$ cat config.mk
export PLATFORM = sky130hd
export DESIGN_NAME = tdpt_div
export DESIGN_NICKNAME = d
export VERILOG_FILES = /design/src/sv/tdpt_pkg.sv /design/src/sv/tdpt_div.sv
export SDC_FILE = /design/constraint.sdc
export NUM_CORES = 1
export LEC_CHECK = 0
export BUFFER_PORTS_ARGS = -buffer_cell sky130_fd_sc_hd__buf_2
export CORE_MARGIN = 3
export CORE_UTILIZATION = 30
export DETAILED_ROUTE_END_ITERATION = 10
export GPL_TIMING_DRIVEN = 0
export PLACE_DENSITY_LB_ADDON = 0.05
export SYNTH_ARGS = -nofsm -noshare
export SYNTH_HDL_FRONTEND = slang
export SYNTH_SLANG_ARGS = --single-unit
$ cat constraint.sdc
create_clock -name clk -period 2.5 [get_ports clk]
set_input_delay 0.5 -clock clk [delete_from_list [all_inputs] [get_ports clk]]
set_output_delay 0.5 -clock clk [all_outputs]
set_load 0.02 [all_outputs]
$ cat src/sv/tdpt_pkg.sv
package tdpt_pkg;

  // Status that the remainder unit reports back to the sequencer.
  typedef struct packed {
    logic done;      // one-cycle pulse: the remainder is ready
    logic rem_zero;  // the remainder of the finished division is zero
  } div_status_t;

  // Start value of the trial divisor and its square.
  localparam int unsigned FirstDivisor = 3;
  localparam int unsigned FirstSquare  = 9;

endpackage

$ cat src/sv/tdpt_div.sv
module tdpt_div #(
  parameter int DATA_WIDTH = 32,
  parameter int DIV_WIDTH  = DATA_WIDTH / 2 + 2
) (
  input  logic                   clk,
  input  logic                   rst_n,
  input  logic                   start,
  input  logic [DATA_WIDTH-1:0]  dividend,
  input  logic [DIV_WIDTH-1:0]   divisor,
  output tdpt_pkg::div_status_t  status
);
  import tdpt_pkg::*;

  localparam int CntWidth = $clog2(DATA_WIDTH + 1);

  logic [DIV_WIDTH-1:0]  rem_r, rem_nxt;
  logic [DATA_WIDTH-1:0] shift_r, shift_nxt;
  logic [CntWidth-1:0]   cnt_r, cnt_nxt;
  logic                  busy_r, busy_nxt;
  logic                  done_r, done_nxt;
  logic [DIV_WIDTH:0]    trial;
  logic [DIV_WIDTH:0]    diff;

  // One restoring step: bring down the next dividend bit and subtract if it fits.
  assign trial = {rem_r, shift_r[DATA_WIDTH-1]};
  assign diff  = trial - {1'b0, divisor};

  always_comb begin
    rem_nxt   = rem_r;
    shift_nxt = shift_r;
    cnt_nxt   = cnt_r;
    busy_nxt  = busy_r;
    done_nxt  = 1'b0;
    if (busy_r) begin
      if (trial >= {1'b0, divisor}) begin
        rem_nxt = diff[DIV_WIDTH-1:0];
      end else begin
        rem_nxt = trial[DIV_WIDTH-1:0];
      end
      shift_nxt = {shift_r[DATA_WIDTH-2:0], 1'b0};
      cnt_nxt   = cnt_r - CntWidth'(1);
      if (cnt_r == CntWidth'(1)) begin
        busy_nxt = 1'b0;
        done_nxt = 1'b1;
      end
    end else if (start) begin
      rem_nxt   = '0;
      shift_nxt = dividend;
      cnt_nxt   = CntWidth'(DATA_WIDTH);
      busy_nxt  = 1'b1;
    end
  end

  // Control state is reset; the datapath registers are loaded on start.
  always_ff @(posedge clk) begin
    if (!rst_n) begin
      busy_r <= 1'b0;
      done_r <= 1'b0;
      cnt_r  <= '0;
    end else begin
      busy_r <= busy_nxt;
      done_r <= done_nxt;
      cnt_r  <= cnt_nxt;
    end
    rem_r   <= rem_nxt;
    shift_r <= shift_nxt;
  end

  assign status.done     = done_r;
  assign status.rem_zero = (rem_r == '0);

endmodule

==> impl_metrics.ini <==
[status]
status = complete, no violations

[sta]
maxSlewHeadroom_pct = 60.69
rsz0062_at_grt = false
setup-violations-final = 0
maxSlewViolCount = 0
setup_ws_ns = 0.1347
fmax_mhz = 422.8
hold_viol = 0
whs_ns = 0.4299
period_minus_slack_ns = 2.365
finalCritPeriodShare_pct = 94.61
skew_ns = 0.003175
worst_slew_pin_slew_ns = 0.5897

[final_layout]
fill_cells = 1069
area_growth_syn_to_layout_pct = 30.74
layout_common_cells = buf_2, edfxtp_1, a22o_1
finalNetCount = 467
final_common_cell = buf_2
drive_gt1_share_pct = 28.14
antennaDiodeCount = 0

[place]
place_congestion = 0.7470
dp_slack_ns = -0.4826
io_buffers = 54
hpwlAfterDp_um = 5985

[floorplan]
die-area_mm2 = 0.01273
start_util_pct = 31.17
ios = 55
core_mm2 = 0.01098
rows = 38
die_h_um = 112.8
die_w_um = 112.8

[global_route]
grt_max_degree = 40
grt-ovfl-total = 0
grt_pass1_wl_um = 13890
antenna_found_initial = 0
grt_pass1_vias = 2780
track_usage_pct = 13.64

[logic_synthesis]
avgSynthCellArea_um2 = 10.77
synth_area_mm2 = 0.003423
synthFlopType = edfxtp_1
synth_cell_types = 42
yosysSeqAreaShare_pct = 48.25
ys_warn_count = 0
synth_fp_nets = 392
synth_edf_count = 49
ys_ff_latch = 58
synthArstFlopShare_pct = 0
syn_inst = 318

[clock_network]
clk_pin_slew_worst_paths_ns = 0.05
htree_levels = 3
cts_num_sinks = 58
cts_tree = yes
root_buffer = clkbuf_16
ctsHoldBuffers = 0
clk_latency_ns = 0.33
cts_made_buffers = 9
clockBufferDepth = 2

[setup_path]
critical_path_buf_inv_count = 1
arrival_ns = 2.42
crit_family = compound AO/OA/AOI/OAI gates
path_max_fanout = 8
criticalPathCategory = reg -> reg
crit_path_end_kind = register
start_kind = register
cp_slowest_cell = edfxtp_1
cp.required_ns = 2.56
crit_chain = ha_4, a21o_1, a211oi_2, o41a_1, a21boi_4, buf_4, mux2i_1, nor2_1
cp_slowest_stage_delay_ns = 0.45

[run]
maxCapViolCount = 0

[drt]
vias = 2637
routed_wl_um = 8223
ant_nets = 0
drc = 0
viasPerCell = 4.901
dr.pass1.iters = 4
drt_iter0_markers = 93
wl_per_cell_um = 15.28

[min_path]
min_path_type = in -> reg

[pwr]
p_leak_nw = 1.889
powerDensity_mw_per_mm2 = 823.8
ir_drop_v = 0.0004676
-- stage by stage --
| step | util [%] | cell area (um^2) | setup TNS (ns) | total power [W] | instances |
|---|---|---|---|---|---|
| floorplan | - | 3436 | 0 | 0.001970 | 318 |
| finish | 40.75 | 4476 | 0 | 0.003687 | 538 |
| detailed placement | 35.52 | 3901 | -5.697 | 0.002209 | 513 |
| CTS | 40.02 | 4395 | 0 | 0.003689 | 534 |
| global placement | 35.34 | 3881 | -32.04 | 0.002209 | 512 |
| global route | 40.75 | 4476 | 0 | 0.003909 | 538 |
-- area by class of cell --
class                           instances  area (um^2)  share of cell area, %
Sequential cell                        58         1652                  36.90
Clock buffer                           12        256.5                  5.731
Buffer                                 11        56.30                  1.258
Tap cell                              140        175.2                  3.914
Timing Repair Buffer                   65        365.4                  8.163
Multi-Input combinational cell        223         1803                  40.29
Inverter                               25        93.84                  2.097
Clock inverter                          4        73.82                  1.649
-- per-layer routing --
metal  vias to the layer above  track usage (%)  wire, um
met1                      1248            18.61      4055
met2                        40            20.85      3734
li1                       1339                -         -
met4                         0            4.567       120
met3                        10            3.850       313
met5                         -                0         0
-- tightest hold or removal path, stage by stage --
cell     delay, ns
buf_2         0.08
mux2i_1       0.06
nor2_1        0.08
-- cells in the mapped netlist (3+ instances only) --
| library cell | count | area (um^2) |
|---|---|---|
| mux2i_1 | 14 | 140.1 |
| a211oi_1 | 3 | 22.52 |
| nand4_1 | 3 | 18.77 |
| a31oi_1 | 4 | 25.02 |
| nor3_1 | 6 | 30.03 |
| nand2b_1 | 9 | 56.30 |
| clkbuf_1 | 7 | 26.28 |
| nand2_1 | 19 | 71.32 |
| inv_1 | 25 | 93.84 |
| nor2_1 | 21 | 78.83 |
| a21oi_1 | 20 | 100.1 |
| a22o_1 | 30 | 262.8 |
| xnor2_1 | 5 | 43.79 |
| nor2b_1 | 7 | 43.79 |
| ha_1 | 20 | 250.2 |
| nand3_1 | 8 | 40.04 |
| dfxtp_1 | 9 | 180.2 |
| a21o_1 | 3 | 22.52 |
| xor2_1 | 10 | 87.58 |
| nor4_1 | 5 | 31.28 |
| o211ai_1 | 3 | 22.52 |
| o21ai_0 | 11 | 55.05 |
| edfxtp_1 | 49 | 1471 |
| o21bai_1 | 3 | 22.52 |
-- logic make-up (layout without fill, tap and decap cells) --
family          Yosys count  in the layout  synth area share, %
flops                    58             58                48.25
xor+xnor                 15             15                3.838
simple gates             86             86                12.50
compound gates           86             86                18.38
mux                      15             15                4.422
buf+inv                  37            117                4.715
fa+ha+maj                21             21                7.895
-- registers in the layout, summed over array words and instances, names as in the netlist --
| signal | cells |
|---|---|
| done_r | 1 |
| cnt_r | 6 |
| busy_r | 1 |
| rem_r | 18 |
| shift_r | 32 |
-- timing repair --
action                                  in CTS  in global routing
gates resized for setup                     21                 11
buffers inserted                             5                  5
endpoints found under the setup margin      17                 12
cloned                                       0                  0
pin swaps                                    2                  6
-- power breakdown --
part,internal [W],total (W),switching (W)
logic,0.000502,0.00102,0.000520
clock network,0.000927,0.00137,0.000442
registers,0.00121,0.00130,0.0000871
-- final timing paths --
kind | startpoint | to | slack (ns) | depth (start not counted)
hold reg to reg | cnt_r[4]$_SDFFE_PN0P_ | cnt_r[4]$_SDFFE_PN0P_ | 0.48 | 1
setup / recovery | rem_r[15]$_SDFFCE_PN0P_ | rem_r[5]$_SDFFCE_PN0P_ | 0.13 | 8
hold / removal | dividend[0] | shift_r[0]$_SDFFE_PP0P_ | 0.43 | 3
setup reg to reg | rem_r[15]$_SDFFCE_PN0P_ | rem_r[5]$_SDFFCE_PN0P_ | 0.13 | 8
(Power assumes the default switching activity.)
